### src/hw/rtl/mtlf_pkg.sv
// Package for the magnet-triggered LED fader: widths, register indexes,
// reset values and the shared tick-timer function.
// No dependencies.
`timescale 1ns / 1ps
`default_nettype none

package mtlf_pkg;

    // Datapath widths
    localparam int COUNT_WIDTH = 16;
    localparam int LEVEL_WIDTH = 8;
    localparam int REG8_WIDTH  = 8;
    localparam int REG16_WIDTH = 16;
    localparam int CFG_DATA_W  = 16;
    localparam int CFG_IDX_W   = 3;
    localparam int DUTY_WIDTH  = 8;

    // Compare widths wide enough for both operands
    localparam int CNT_CMP_W = (COUNT_WIDTH > REG16_WIDTH) ? COUNT_WIDTH : REG16_WIDTH;
    localparam int LVL_CMP_W = (LEVEL_WIDTH > REG8_WIDTH) ? LEVEL_WIDTH : REG8_WIDTH;

    localparam logic [COUNT_WIDTH-1:0] CNT_MAX = '1;

    // Stream data widths in bits
    localparam int IN_TDATA_W  = 8;
    localparam int OUT_TDATA_W = 16;

    // Register reset values
    localparam logic [REG8_WIDTH-1:0]  RST_FULL_LEVEL    = 8'd250;
    localparam logic [REG16_WIDTH-1:0] RST_QUICK_STEP    = 16'd7;
    localparam logic [REG16_WIDTH-1:0] RST_SLOW_STEP     = 16'd27;
    localparam logic [REG8_WIDTH-1:0]  RST_SLOW_BELOW    = 8'd40;
    localparam logic [REG16_WIDTH-1:0] RST_OFF_HOLD      = 16'd4005;
    localparam logic [REG16_WIDTH-1:0] RST_SAMPLE_PERIOD = 16'd306;

    // Configuration register indexes
    typedef enum logic [CFG_IDX_W-1:0] {
        CFG_FULL_LEVEL    = 3'd0,
        CFG_QUICK_STEP    = 3'd1,
        CFG_SLOW_STEP     = 3'd2,
        CFG_SLOW_BELOW    = 3'd3,
        CFG_OFF_HOLD      = 3'd4,
        CFG_SAMPLE_PERIOD = 3'd5
    } t_cfg_idx;

    typedef struct packed {
        logic                   elapsed;
        logic [COUNT_WIDTH-1:0] count;
    } t_timer;

    // Saturating tick counter: elapses when the new value reaches the
    // period or cannot count further, then restarts from zero.
    function automatic t_timer tick_timer(input logic [COUNT_WIDTH-1:0] count,
                                          input logic [REG16_WIDTH-1:0] period);
        logic [COUNT_WIDTH-1:0] c;
        t_timer                 res;
        c = (count != CNT_MAX) ? count + 1'b1 : count;
        res.elapsed = (CNT_CMP_W'(c) >= CNT_CMP_W'(period)) || (c == CNT_MAX);
        res.count   = res.elapsed ? '0 : c;
        return res;
    endfunction

endpackage

`default_nettype wire

### src/hw/rtl/magnet_triggered_led_fader.sv
// Top level of the magnet-triggered LED fader: input register, tick update
// logic, result register and configuration registers.
// Depends on mtlf_pkg.
`timescale 1ns / 1ps
`default_nettype none

// One item is one millisecond tick carrying the magnet sensor level; each
// tick gives exactly one result with the LED duty, a sleep request pulse and
// the held near flag. The block takes one item per clock cycle while
// downstream keeps tready high: an item is captured in the input register,
// the sampling and shared hold/step timers are updated in one pass of
// compare-and-increment logic, and the result lands in the output register,
// which frees up in the same cycle its item is taken, so a stall only holds
// the input while downstream holds tready low. Write the configuration
// registers through i_cfg_we / i_cfg_index / i_cfg_data only while no tick
// is in flight; the block does not enforce it. Unused indexes are ignored.

module magnet_triggered_led_fader (
    input  wire                                  i_clk,
    input  wire                                  i_rst_n,
    // Configuration write port
    input  wire                                  i_cfg_we,
    input  wire  [mtlf_pkg::CFG_IDX_W-1:0]       i_cfg_index,
    input  wire  [mtlf_pkg::CFG_DATA_W-1:0]      i_cfg_data,
    // Tick input stream
    input  wire                                  s_axis_tvalid,
    output logic                                 s_axis_tready,
    input  wire  [mtlf_pkg::IN_TDATA_W-1:0]      s_axis_tdata,  // [0] magnet_level
    // Result stream
    output logic                                 m_axis_tvalid,
    input  wire                                  m_axis_tready,
    output logic [mtlf_pkg::OUT_TDATA_W-1:0]     m_axis_tdata   // [7:0] duty,
                                                                // [8] sleep_request,
                                                                // [9] near_flag
);
    import mtlf_pkg::*;

    // Configuration registers
    logic [REG8_WIDTH-1:0]  r_full_level;
    logic [REG16_WIDTH-1:0] r_quick_step;
    logic [REG16_WIDTH-1:0] r_slow_step;
    logic [REG8_WIDTH-1:0]  r_slow_below;
    logic [REG16_WIDTH-1:0] r_off_hold;
    logic [REG16_WIDTH-1:0] r_sample_period;

    // Fader state
    logic [COUNT_WIDTH-1:0] r_sample_count, n_sample_count;
    logic [COUNT_WIDTH-1:0] r_fade_count, n_fade_count;
    logic [LEVEL_WIDTH-1:0] r_level, n_level;
    logic [LEVEL_WIDTH-1:0] r_target, n_target;
    logic                   r_use_slow, n_use_slow;
    logic                   r_near, n_near;
    logic                   r_holding, n_holding;
    logic                   r_asleep, n_asleep;
    logic                   n_sleep_req;

    // Pipeline registers
    logic                   r_in_valid;
    logic                   r_in_mag;
    logic                   r_out_valid;
    logic [OUT_TDATA_W-1:0] r_out_data;

    logic                   process;
    t_timer                 sample_tmr;
    t_timer                 fade_tmr;
    logic [REG16_WIDTH-1:0] step_period;

    // Handshake: work on the held item when the result slot is free
    assign process       = r_in_valid && (!r_out_valid || m_axis_tready);
    assign s_axis_tready = !r_in_valid || process;
    assign m_axis_tvalid = r_out_valid;
    assign m_axis_tdata  = r_out_data;

    // Configuration writes
    always_ff @(posedge i_clk) begin
        if (!i_rst_n) begin
            r_full_level    <= RST_FULL_LEVEL;
            r_quick_step    <= RST_QUICK_STEP;
            r_slow_step     <= RST_SLOW_STEP;
            r_slow_below    <= RST_SLOW_BELOW;
            r_off_hold      <= RST_OFF_HOLD;
            r_sample_period <= RST_SAMPLE_PERIOD;
        end else if (i_cfg_we) begin
            unique case (i_cfg_index)
                CFG_FULL_LEVEL:    r_full_level    <= i_cfg_data[REG8_WIDTH-1:0];
                CFG_QUICK_STEP:    r_quick_step    <= i_cfg_data[REG16_WIDTH-1:0];
                CFG_SLOW_STEP:     r_slow_step     <= i_cfg_data[REG16_WIDTH-1:0];
                CFG_SLOW_BELOW:    r_slow_below    <= i_cfg_data[REG8_WIDTH-1:0];
                CFG_OFF_HOLD:      r_off_hold      <= i_cfg_data[REG16_WIDTH-1:0];
                CFG_SAMPLE_PERIOD: r_sample_period <= i_cfg_data[REG16_WIDTH-1:0];
                default: ;
            endcase
        end
    end

    // Tick update: wake check while asleep, else sampling first, then hold or step
    always_comb begin
        n_sample_count = r_sample_count;
        n_fade_count   = r_fade_count;
        n_level        = r_level;
        n_target       = r_target;
        n_use_slow     = r_use_slow;
        n_near         = r_near;
        n_holding      = r_holding;
        n_asleep       = r_asleep;
        n_sleep_req    = 1'b0;
        sample_tmr     = '0;
        fade_tmr       = '0;
        step_period    = r_use_slow ? r_slow_step : r_quick_step;

        if (r_asleep) begin
            // A high sensor level wakes straight into the near state
            if (r_in_mag) begin
                n_asleep       = 1'b0;
                n_near         = 1'b1;
                n_target       = LEVEL_WIDTH'(r_full_level);
                n_holding      = 1'b0;
                n_sample_count = '0;
                n_fade_count   = '0;
            end
        end else begin
            // Sensor sampling
            sample_tmr     = tick_timer(r_sample_count, r_sample_period);
            n_sample_count = sample_tmr.count;
            if (sample_tmr.elapsed) begin
                if (r_in_mag && !r_near) begin
                    n_near    = 1'b1;
                    n_target  = LEVEL_WIDTH'(r_full_level);
                    n_holding = 1'b0;
                end else if (!r_in_mag && r_near) begin
                    n_near       = 1'b0;
                    n_holding    = 1'b1;
                    n_fade_count = '0;
                end
            end

            if (n_holding) begin
                // Hold brightness until the hold timer runs out
                fade_tmr     = tick_timer(n_fade_count, r_off_hold);
                n_fade_count = fade_tmr.count;
                if (fade_tmr.elapsed) begin
                    n_target  = '0;
                    n_holding = 1'b0;
                end
            end else begin
                // One duty step toward the target
                fade_tmr     = tick_timer(n_fade_count, step_period);
                n_fade_count = fade_tmr.count;
                if (fade_tmr.elapsed) begin
                    if (r_level < n_target) begin
                        n_level = r_level + 1'b1;
                    end else if (r_level > n_target) begin
                        n_level = r_level - 1'b1;
                    end
                    n_use_slow = LVL_CMP_W'(n_level) < LVL_CMP_W'(r_slow_below);
                    if (n_level == '0) begin
                        n_sleep_req = 1'b1;
                        n_asleep    = 1'b1;
                    end
                end
            end
        end
    end

    // State and control registers
    always_ff @(posedge i_clk) begin
        if (!i_rst_n) begin
            r_sample_count <= '0;
            r_fade_count   <= '0;
            r_level        <= '0;
            r_target       <= '0;
            r_use_slow     <= 1'b0;
            r_near         <= 1'b0;
            r_holding      <= 1'b0;
            r_asleep       <= 1'b0;
            r_in_valid     <= 1'b0;
            r_out_valid    <= 1'b0;
        end else begin
            if (s_axis_tready) begin
                r_in_valid <= s_axis_tvalid;
            end
            if (process) begin
                r_sample_count <= n_sample_count;
                r_fade_count   <= n_fade_count;
                r_level        <= n_level;
                r_target       <= n_target;
                r_use_slow     <= n_use_slow;
                r_near         <= n_near;
                r_holding      <= n_holding;
                r_asleep       <= n_asleep;
                r_out_valid    <= 1'b1;
            end else if (m_axis_tready) begin
                r_out_valid <= 1'b0;
            end
        end
    end

    // Payload registers
    always_ff @(posedge i_clk) begin
        if (s_axis_tready && s_axis_tvalid) begin
            r_in_mag <= s_axis_tdata[0];
        end
        if (process) begin
            r_out_data <= {{(OUT_TDATA_W - DUTY_WIDTH - 2){1'b0}}, n_near, n_sleep_req,
                           (r_asleep ? {DUTY_WIDTH{1'b0}} : DUTY_WIDTH'(n_level))};
        end
    end

    // Checks
    a_sleep_duty_zero: assert property (@(posedge i_clk) disable iff (!i_rst_n)
        (m_axis_tvalid && m_axis_tdata[8]) |-> (m_axis_tdata[7:0] == '0))
        else $error("sleep request with nonzero duty");

    a_asleep_dark: assert property (@(posedge i_clk) disable iff (!i_rst_n)
        r_asleep |-> ((r_level == '0) && !r_holding))
        else $error("asleep with lit duty or active hold");

    a_wake_near: assert property (@(posedge i_clk) disable iff (!i_rst_n)
        (process && r_asleep && r_in_mag) |=> (r_near && !r_asleep))
        else $error("wake tick did not enter near state");

endmodule

`default_nettype wire
### config.mk
export PLATFORM = sky130hd
export DESIGN_NAME = magnet_triggered_led_fader
export DESIGN_NICKNAME = d
export VERILOG_FILES = /design/src/hw/rtl/mtlf_pkg.sv /design/src/hw/rtl/magnet_triggered_led_fader.sv
export SDC_FILE = /design/constraint.sdc
export NUM_CORES = 1
export LEC_CHECK = 0
export ABC_AREA = 1
export BUFFER_PORTS_ARGS = -buffer_cell sky130_fd_sc_hd__buf_2
export CAP_MARGIN = 20
export CORE_ASPECT_RATIO = 0.8
export CORE_MARGIN = 10
export CORE_UTILIZATION = 40
export DETAILED_ROUTE_END_ITERATION = 10
export HOLD_SLACK_MARGIN = 0.08
export PLACE_DENSITY_LB_ADDON = 0.15
export SLEW_MARGIN = 40
export SYNTH_ARGS = -nofsm -noshare
export SYNTH_HDL_FRONTEND = slang
export SYNTH_SLANG_ARGS = --single-unit
### constraint.sdc
create_clock -name i_clk -period 13.7 [get_ports i_clk]
set_input_delay 2.055 -clock i_clk [delete_from_list [all_inputs] [get_ports i_clk]]
set_output_delay 2.055 -clock i_clk [all_outputs]
set_load 0.01 [all_outputs]
==> results of run 1 <==
synth_stat cells (all sizes together):
cell | n | share of area, %
o211ai | 18 | 1.5
nand3b | 4 | 0.34
clkbuf | 37 | 1.6
nand3 | 83 | 5.1
o21bai | 5 | 0.43
clkinv | 1 | 0.043
nor2b | 1 | 0.071
o221ai | 1 | 0.10
ha | 65 | 9.2
a221oi | 1 | 0.10
edfxtp | 11 | 3.8
nor3 | 8 | 0.46
nand2 | 276 | 12
nor2 | 155 | 7.3
conb | 1 | 0.043
mux2i | 16 | 1.8
xor2 | 14 | 1.4
o21a | 1 | 0.085
a21oi | 123 | 7.0
nor4 | 2 | 0.14
nand4 | 15 | 1.1
a211oi | 4 | 0.34
o22ai | 1 | 0.071
buf | 17 | 1.7
dfxtp | 134 | 31
xnor2 | 5 | 0.50
inv | 159 | 6.8
o21ai | 106 | 6.1
o32ai | 1 | 0.10
critical path: cells and delay by family, from the launching register on:
kind                     cells  cell delay (ns)
flip-flops                   1             0.40
adder cells (fa/ha/maj)      4             1.05
buffers and inverters        3             0.39
AO/OA/AOI/OAI                6             0.88
AND/OR/NAND/NOR             23             3.44
XOR/XNOR                     1             0.15
worst min-delay path by stage:
stage,slack [ns],from,cells past startpoint,to
CTS,0.46,r_off_hold[0]$_SDFFE_PN1P_,2,r_off_hold[0]$_SDFFE_PN1P_
detailed placement,0.44,r_slow_step[3]$_SDFFE_PN1P_,2,r_slow_step[3]$_SDFFE_PN1P_
finish,0.46,r_slow_below[0]$_SDFFE_PN0P_,2,r_slow_below[0]$_SDFFE_PN0P_
global route,0.48,r_slow_below[0]$_SDFFE_PN0P_,2,r_slow_below[0]$_SDFFE_PN0P_
global placement,0.44,r_slow_step[3]$_SDFFE_PN1P_,2,r_slow_step[3]$_SDFFE_PN1P_
floorplan,0.42,r_slow_below[0]$_SDFFE_PN0P_,2,r_slow_below[0]$_SDFFE_PN0P_
logic make-up (layout without fill, tap and decap cells):
kind of cell	Yosys count	after routing
compound gates	261	261
other cells	1	6
simple gates	544	544
fa+ha+maj	65	65
flops	145	145
buf+inv	214	235
mux	16	16
xor+xnor	19	19
cell usage in the layout, fill, tap and decap left out, types with 5 or more instances in the layout:
master / count
nand3_1: 78
nor2_1: 140
conb_1: 6
nand2_2: 10
inv_2: 5
o21ai_1: 14
ha_1: 65
nand4_1: 15
edfxtp_1: 11
clkbuf_16: 17
dfxtp_1: 134
nor3_1: 8
inv_1: 154
o21ai_0: 90
xor2_1: 14
buf_2: 36
a21oi_1: 123
mux2i_1: 16
nor2_4: 6
nand2_1: 263
o211ai_1: 18
buf_4: 6
nor2_2: 9
o21bai_1: 5
xnor2_1: 5
sequential cells by signal (all words and copies together) (netlist names), 10 cells and up:
register	flops
m_axis_tdata	10
r_fade_count	16
r_off_hold	16
r_quick_step	16
r_sample_count	16
r_sample_period	16
r_slow_step	16
routing by layer:
layer / GRT usage, % / routed length, microns / vias to the layer above
met5: 0 / 0 / -
met4: 4.79 / 291 / 0
met3: 2.86 / 1050 / 24
met2: 25.2 / 10000 / 138
met1: 23.6 / 12000 / 3609
li1: - / - / 4157
cell type report:
| class | instances | area [sq um] |
|---|---|---|
| Clock inverter | 15 | 169 |
| Sequential cell | 145 | 3010 |
| Timing Repair Buffer | 43 | 236 |
| Inverter | 160 | 601 |
| Multi-Input combinational cell | 911 | 4920 |
| Tap cell | 275 | 344 |
| Fill cell | 2235 | 11900 |
| Clock buffer | 17 | 425 |
report_power, final:
group	total [uW]	internal (uW)	leakage [uW]	switching, uW
Combinational	106	33.1	0.00289	72.5
Sequential	446	440	0.00120	6.06
Clock	479	274	0.000299	205
Total	1030	747	0.00438	283
through the flow:
| stage | hold WS (ns) | utilization, % | total power (uW) | instance area (sq um) |
|---|---|---|---|---|
| 6_report | 0.455 | 44.9 | 1030 | 9710 |
| 4_1_cts | 0.459 | 44.9 | 1040 | 9710 |
| 2_1_floorplan | 0.425 | - | 529 | 8810 |
| 3_3_place_gp | 0.439 | 42.1 | 559 | 9100 |
| 3_5_place_dp | 0.443 | 42.2 | 560 | 9120 |
| 5_1_grt | 0.475 | 44.9 | 1080 | 9710 |
==> key figures, run 1 <==
Run status
  • Run status: finished, final reports clean

Placement
  • Gpl congestion: 0.847
  • Port bufs: 36
  • Dpl ws: 7.25 ns
  • Placed cells: 1,534
  • DP Wirelength: 16,500 microns

Timing
  • Worst Tran Pin Value: 0.754 ns
  • Final Hold Viols: 0
  • Clock skew: 0.0207 ns
  • Minimum clock period: 6.50 ns
  • Relative slew slack: 49.5%
  • Setup TNS: 0 ns
  • Final Max Slew Viols: 0
  • Final worst setup slack: 7.20 ns
  • Final cycle utilization of the critical path: 47.5%
  • RSZ-0062 raised after global routing: false
  • Final Setup Violations: 0
  • Peak Freq: 0.154 GHz

Routing
  • Drt first-iter violations: 589
  • Post-Route WL: 23,300 microns
  • DRT Pass-1 Iters: 5
  • DRC viols: 0
  • Per-cell routed wire length: 14.9 microns
  • Antenna viol nets, final: 0
  • Vias: 7,928
  • Vias per inst: 5.06

Final layout
  • Layout cells sized above 1: 8.91%
  • Layout Cells excl Fill: 1,566
  • Fin nets: 1,375
  • Area growth from synthesis to layout: 10.4%
  • Diode count: 0

Worst setup path
  • Critical-path top delay cell: dfxtp_1
  • Critical path endpoint: m_axis_tdata[4]$_SDFFCE_PP0P_
  • Worst Path Required: 13.97 ns
  • CP endpoint kind: register
  • FF-to-FF path depth: 37
  • Reg2Reg Setup Slack: 7.20 ns
  • CP arrival: 6.77 ns
  • Crit Path Class: reg -> reg
  • Critical Path Max Stage Delay: 0.40 ns
  • FF-to-FF Start: r_sample_count[1]$_SDFFE_PN0P_
  • Critical path launch point: r_sample_count[1]$_SDFFE_PN0P_
  • Reg2reg end: m_axis_tdata[4]$_SDFFCE_PP0P_
  • Worst setup SP type: register
  • Crit-path max FO: 25

Yosys
  • Syn. warnings: 0
  • Post-synth cell types: 40
  • Synth Area in Adders: 9.25%
  • Seq/Total Area, Yosys: 34.3%
  • Synth Area in Compound Gates: 15.8%
  • Post-Synth Simple-Gate Area: 26.8%
  • Mapped Area: 8790 sq um
  • Syn Inst Count: 1,265
  • #FFs+latches synth: 145
  • Syn_area_per_cell: 6.95 sq um
  • Mux cell area share after synthesis: 1.82%
  • Synth Area in XOR/XNOR: 1.89%
  • Largest family of logic cells by synthesized area: simple AND/OR/NAND/NOR gates

Min path
  • Hold WC Path Type: reg -> reg

Clock network
  • CTS Hold Bufs: 0
  • H-Tree Depth: 4
  • CTS sink count: 145
  • Reg clk slew, reported paths: 0.07 ns
  • TritonCTS clock tree: built
  • Number of CTS-inserted buffers: 17
  • Root Buffer: clkbuf_16
  • Longest Clk Path Bufs: 2
  • Setup repair bufs after CTS: 0
  • Clock Latency Late Sink: 0.44 ns
  • Post-cts sizing count: 0

Pwr
  • PD cells: 106 nW/um^2
  • VDD IR max: 0.0690 mV
  • Leakage power: 0.00438 uW

Flow run
  • Max-cap violation count: 0

Floorplan
  • Die Y: 153 microns
  • Die area: 28,400 sq um
  • Initial core utilization: 40.7%
  • Die W: 186 microns
  • Core area: 21,600 sq um
  • Total I/O pin count: 50
  • Row count: 48

GRT
  • Pin count of the biggest net entering global routing: 98
  • Gr usage total: 16.7%
  • Vias in the first global route: 7,322
  • Antenna violations before repair: 0
  • Final global-route overflow total: 0
  • Global-route wire length before repair: 38,600 microns
Note: power is estimated with default switching activity, not from simulation.
==> run 2: changes to the inputs <==
==> constraint.sdc (replaced) <==
create_clock -name i_clk -period 6.3 [get_ports i_clk]
set_input_delay 0.945 -clock i_clk [delete_from_list [all_inputs] [get_ports i_clk]]
set_output_delay 0.945 -clock i_clk [all_outputs]
set_load 0.01 [all_outputs]
==> run 2 against run 1 <==
Net effect: utilization increased by 0.99 points; sequential share of layout area decreased by 0.64 points; largest power group unchanged; wire length grew 1.4%.
==> key figures, run 2 (synthesis gave the netlist of run 1 again) <==
Run status
  • Run status: finished, final reports clean

GRT
  • Antenna violations before repair: 0
  • Vias in the first global route: 7,456
  • Gr usage total: 16.7%
  • Final global-route overflow total: 0
  • Pin count of the biggest net entering global routing: 98
  • Global-route wire length before repair: 38,700 microns

Worst setup path
  • Worst Path Required: 6.47 ns
  • CP Buf/Inv Count: 4
  • Critical path endpoint: m_axis_tdata[4]$_SDFFCE_PP0P_
  • Critical-path top delay cell: dfxtp_2
  • CP Depth: 35
  • FF-to-FF path depth: 35
  • Crit Path Class: reg -> reg
  • CP arrival: 5.79 ns
  • Reg2reg end: m_axis_tdata[4]$_SDFFCE_PP0P_
  • Reg2Reg Setup Slack: 0.68 ns
  • Critical Path Max Stage Delay: 0.39 ns
  • Worst setup SP type: register
  • CP endpoint kind: register
  • FF-to-FF Start: r_sample_count[0]$_SDFFE_PN0P_
  • Critical path launch point: r_sample_count[0]$_SDFFE_PN0P_
  • Crit-path max FO: 14
  • Worst path most repeated cell: nand2_1
  • Delay-heaviest family, CP: simple AND/OR/NAND/NOR gates

Timing
  • Final Max Slew Viols: 0
  • Minimum clock period: 5.62 ns
  • Final Setup Violations: 0
  • Worst Tran Pin Value: 0.695 ns
  • Final cycle utilization of the critical path: 89.2%
  • RSZ-0062 raised after global routing: false
  • Peak Freq: 0.178 GHz
  • Setup TNS: 0 ns
  • Hold Slack: 0.450 ns
  • Relative slew slack: 53.6%
  • Final worst setup slack: 0.682 ns
  • Final Hold Viols: 0
  • Clock skew: 0.0125 ns

Clock network
  • TritonCTS clock tree: built
  • Longest Clk Path Bufs: 2
  • H-Tree Depth: 4
  • Reg clk slew, reported paths: 0.06 ns
  • CTS Hold Bufs: 0
  • Number of CTS-inserted buffers: 17
  • CTS sink count: 145
  • Clock Latency Late Sink: 0.43 ns
  • Root Buffer: clkbuf_16

Final layout
  • Most common cell after layout, fill and taps aside: nand2_1
  • Most frequent cells in the layout: 263 x nand2_1, 153 x inv_1, 138 x nor2_1
  • Layout cells sized above 1: 10.6%
  • Diode count: 0
  • Core Util, Final: 45.9%
  • Design area: 9920 sq um
  • Area growth from synthesis to layout: 12.9%
  • Fin nets: 1,392

Routing
  • Drt first-iter violations: 563
  • Vias: 8,000
  • DRT Pass-1 Iters: 5
  • Antenna viol nets, final: 0
  • DRC viols: 0
  • Per-cell routed wire length: 15.0 microns
  • Vias per inst: 5.05
  • Post-Route WL: 23,700 microns

Floorplan
  • Die area: 28,400 sq um
  • Die W: 186 microns
  • Total I/O pin count: 50
  • Core area: 21,600 sq um
  • Row count: 48
  • Die Y: 153 microns
  • Initial core utilization: 40.7%

Pwr
  • VDD IR max: 0.143 mV
  • Leakage power: 0.00449 uW
  • PD cells: 231 nW/um^2

Placement
  • Dpl ws: 0.400 ns
  • Port bufs: 36
  • Post-Place Cell Area: 9260 sq um
  • Gpl congestion: 0.833
  • DP Wirelength: 16,900 microns

Flow run
  • Max-cap violation count: 0

Min path
  • Hold WC Path Type: reg -> reg
[run 2: final cells by class]
class	instances	area, sq um
Timing Repair Buffer	60	393
Clock inverter	15	194
Clock buffer	17	425
Fill cell	2210	11700
Multi-Input combinational cell	911	4950
Tap cell	275	344
Sequential cell	145	3020
Inverter	160	601
[run 2: how the worst min path moves through the flow]
stage	from	endpoint	slack [ns]	cells after the start
after global routing	r_off_hold[3]$_SDFFE_PN0P_	r_off_hold[3]$_SDFFE_PN0P_	0.49	2
after floorplan	r_slow_below[0]$_SDFFE_PN0P_	r_slow_below[0]$_SDFFE_PN0P_	0.42	2
final	r_slow_below[0]$_SDFFE_PN0P_	r_slow_below[0]$_SDFFE_PN0P_	0.45	2
after detailed placement	r_slow_step[0]$_SDFFE_PN1P_	r_slow_step[0]$_SDFFE_PN1P_	0.44	2
after global placement	r_slow_step[1]$_SDFFE_PN1P_	r_slow_step[1]$_SDFFE_PN1P_	0.44	2
after CTS	r_slow_below[0]$_SDFFE_PN0P_	r_slow_below[0]$_SDFFE_PN0P_	0.45	2
[run 2: routing by layer]
metal	wire length, microns	GRT usage [%]	up-vias	share of wire [%]
li1	-	-	4190	-
met1	12000	23.4	3670	51
met2	10600	25.9	130	45
met3	909	3.19	10	3.8
met4	188	3.83	0	0.79
met5	0	0	-	0
[run 2: worst min-delay path: stages, from the launching register on]
cell and delay [ns]:
dfxtp_1 0.30, inv_1 0.06, a21oi_1 0.05
[run 2: metrics by stage]
stage          power (uW)  std cells
2_1_floorplan        1150       1270
3_3_place_gp         1220       1550
3_5_place_dp         1230       1550
4_1_cts              2310       1582
5_1_grt              2380       1583
6_report             2290       1583
[run 2: power by group]
part	internal (uW)	switching, uW	leakage, uW
Combinational	79.2	160	0.00298
Sequential	956	13.8	0.00120
Clock	637	445	0.000307
[run 2: what timing repair did]
item,in CTS,in global routing
setup endpoints to repair,0,37
resized for setup,0,12
buffers inserted,0,1
==> run 3: changes to the inputs <==
--- a/config.mk
+++ b/config.mk
@@ -5,12 +5,12 @@
 export SDC_FILE = /design/constraint.sdc
 export NUM_CORES = 1
 export LEC_CHECK = 0
-export ABC_AREA = 1
+export ABC_AREA = 0
 export BUFFER_PORTS_ARGS = -buffer_cell sky130_fd_sc_hd__buf_2
 export CAP_MARGIN = 20
 export CORE_ASPECT_RATIO = 0.8
 export CORE_MARGIN = 10
-export CORE_UTILIZATION = 40
+export CORE_UTILIZATION = 55
 export DETAILED_ROUTE_END_ITERATION = 10
 export HOLD_SLACK_MARGIN = 0.08
 export PLACE_DENSITY_LB_ADDON = 0.15
==> run 3 against run 2 <==
Net effect: the flow now finishes with violations (setup timing); count of clock-buffer cells in the layout unchanged; clock skew decreased by 0.00068 ns; first-iteration DRC count increased by 31%; final area increased by 9.2%; worst hold slack improved by 0.0051 ns; register-to-register slack got worse by 0.72 ns; non-clock buffer count increased by 84; critical path depth decreased by 3; wire length increased by 8.1%; synthesized area decreased by 0.43%; critical path type unchanged; critical endpoint is now r_fade_count[2]$_SDFFE_PN0P_; largest power group unchanged.
==> key figures, run 3 <==
Timing
  • Clock skew: 0.0119 ns
  • Setup TNS: -0.148 ns
  • Minimum clock period: 6.34 ns
  • Final Setup Violations: 8
  • Final Max Slew Viols: 0
  • Final Hold Viols: 0
  • Relative slew slack: 52.0%
  • RSZ-0062 raised after global routing: true
  • Peak Freq: 0.158 GHz
  • Final cycle utilization of the critical path: 101%
  • Final worst setup slack: -0.0365 ns
  • Worst Tran Pin Value: 0.719 ns

Routing
  • Drt first-iter violations: 740
  • Vias per inst: 5.97
  • DRC viols: 0
  • Per-cell routed wire length: 17.9 microns
  • Vias: 8,550
  • Post-Route WL: 25,600 microns
  • DRT Pass-1 Iters: 5
  • Antenna viol nets, final: 0

Final layout
  • Area growth from synthesis to layout: 23.8%
  • Fillers: 1,286
  • Area of the multi-input gates: 5720 sq um
  • Fin nets: 1,302
  • Layout Cells excl Fill: 1,433
  • Seq. cell area: 3040 sq um
  • Most frequent cells in the layout: 195 x nand2_1, 122 x dfxtp_1, 102 x buf_4
  • Most common cell after layout, fill and taps aside: nand2_1
  • Core Util, Final: 69.1%
  • Layout cells sized above 1: 22.0%
  • Diode count: 0

Floorplan
  • Initial core utilization: 55.8%
  • Die W: 161 microns
  • Die Y: 133 microns
  • Die area: 21,400 sq um
  • Core area: 15,700 sq um
  • Row count: 41
  • Total I/O pin count: 50

Clock network
  • CTS sink count: 145
  • H-Tree Depth: 4
  • TritonCTS clock tree: built
  • Longest Clk Path Bufs: 2
  • Number of CTS-inserted buffers: 17
  • CTS Hold Bufs: 0
  • Clock Latency Late Sink: 0.44 ns
  • Root Buffer: clkbuf_16
  • Reg clk slew, reported paths: 0.07 ns

Worst setup path
  • CP arrival: 6.71 ns
  • Critical Path Max Stage Delay: 0.50 ns
  • Reg2Reg Setup Slack: -0.04 ns
  • Crit-path max FO: 7
  • Worst Path Required: 6.68 ns
  • CP endpoint kind: register
  • Critical path endpoint: r_fade_count[2]$_SDFFE_PN0P_
  • FF-to-FF Start: r_sample_count[0]$_SDFFE_PN0P_
  • Worst setup SP type: register
  • Crit Path Class: reg -> reg
  • Reg2reg end: r_fade_count[2]$_SDFFE_PN0P_
  • FF-to-FF path depth: 32
  • Critical-path top delay cell: or4bb_1
  • Critical path launch point: r_sample_count[0]$_SDFFE_PN0P_

Yosys
  • #FFs+latches synth: 145
  • Post-synth EDFFs: 11
  • Synth async-reset ratio: 0%
  • Yosys top cell by area: dfxtp_1
  • Most common cell in the netlist: nand2_1
  • Seq/Total Area, Yosys: 34.4%
  • Syn. warnings: 0
  • Area contributors post-synth: dfxtp_1 31%, ha_1 9.3%, nand2_1 8.6%
  • Syn_area_per_cell: 7.93 sq um
  • Mapped Area: 8760 sq um
  • Main synth FF type: dfxtp_1
  • Yosys top cell area share: 30.6%
  • Syn Inst Count: 1,104
  • Post-synth cell types: 66
  • Top cells by count, synth: 200 x nand2_1, 134 x dfxtp_1, 102 x a21oi_1

Placement
  • Gpl congestion: 0.926
  • Dpl ws: -0.247 ns
  • Port bufs: 36
  • Placed cells: 1,390
  • DP Wirelength: 17,600 microns

Pwr
  • Tot Pwr: 2260 uW
  • PD cells: 208 nW/um^2
  • Leakage power: 0.00444 uW
  • VDD IR max: 0.197 mV

GRT
  • Gr usage total: 23.2%
  • Vias in the first global route: 7,861
  • Final global-route overflow total: 0
  • Global-route wire length before repair: 40,900 microns
  • Pin count of the biggest net entering global routing: 77
  • Antenna violations before repair: 0

Flow run
  • Max-cap violation count: 0

Run status
  • Run status: complete, but fails checks
  • Failing checks: setup timing

Min path
  • Hold path start: r_sample_period[10]$_SDFFE_PN0P_
  • Hold WC Path Type: reg -> reg
-- run 3: cell types whose count changed in the layout (fill, tap and decap cells not counted), moves of 26 or more --
cell	before	now
buf_4	20	102
nor2_1	138	58
a21oi_1	123	97
o21ai_0	88	35
nand2_1	263	195
inv_1	153	53
nand3_1	78	46
-- run 3: kinds of logic (layout without fill, tap and decap cells) --
group,count (synthesis),count (layout),share of synthesized area [%]
buffers and inverters,122,230,5.59
multiplexers,37,37,4.26
AND/OR/NAND/NOR,422,423,21.9
flip-flops,145,145,34.4
XOR/XNOR,26,26,2.60
adder cells (fa/ha/maj),65,65,9.29
other,1,6,0.0428
AO/OA/AOI/OAI,286,286,21.9
-- run 3: area by class of cell --
type	count	area share, %
flip-flops and latches	145	28.0
repair buffers	144	9.29
inverters	54	1.87
well taps	215	2.48
multi-input cells	843	52.7
clock inverters	15	1.69
clock buffers	17	3.92
-- run 3: power breakdown --
group / switching, uW / total, uW / internal, uW
clock network: 491 / 1030 / 539
registers: 17.0 / 967 / 949
logic: 162 / 263 / 101
total: 670 / 2260 / 1590
-- run 3: repair_timing --
item / in CTS / in global routing
pin swaps: 2 / 52
buffers inserted: 2 / 8
endpoints found under the setup margin: 44 / 44
gates cloned: 1 / 1
resized for setup: 8 / 68
-- run 3: per-layer routing --
layer	part of all wire, %	GRT usage (%)	up-vias
met1	46	32.0	4037
li1	-	-	4152
met2	45	36.4	330
met3	7.7	4.59	31
met5	0	0	-
met4	0.94	5.55	0
-- run 3: how the worst min path moves through the flow --
stage | endpoint | slack (ns) | cells after the start
final | r_sample_period[10]$_SDFFE_PN0P_ | 0.46 | 2
after global routing | r_slow_step[2]$_SDFFE_PN0P_ | 0.47 | 2
after CTS | r_quick_step[3]$_SDFFE_PN0P_ | 0.46 | 2
after detailed placement | r_quick_step[3]$_SDFFE_PN0P_ | 0.45 | 2
after global placement | r_quick_step[3]$_SDFFE_PN0P_ | 0.44 | 2
after floorplan | r_off_hold[0]$_SDFFE_PN1P_ | 0.43 | 2
-- run 3: critical path, delay by kind of cell (launching register included) --
family	cells	cell delay [ns]
AO/OA/AOI/OAI	11	1.83
AND/OR/NAND/NOR	12	2.46
adder cells (fa/ha/maj)	4	0.75
multiplexers	1	0.21
buffers and inverters	2	0.34
flip-flops	1	0.37
XOR/XNOR	2	0.30
-- run 3: metrics by stage --
stage	area [sq um]	hold slack, ns
final	10800	0.455
after global placement	9810	0.441
after floorplan	8940	0.432
after detailed placement	9820	0.446
after global routing	10800	0.469
after CTS	10500	0.456
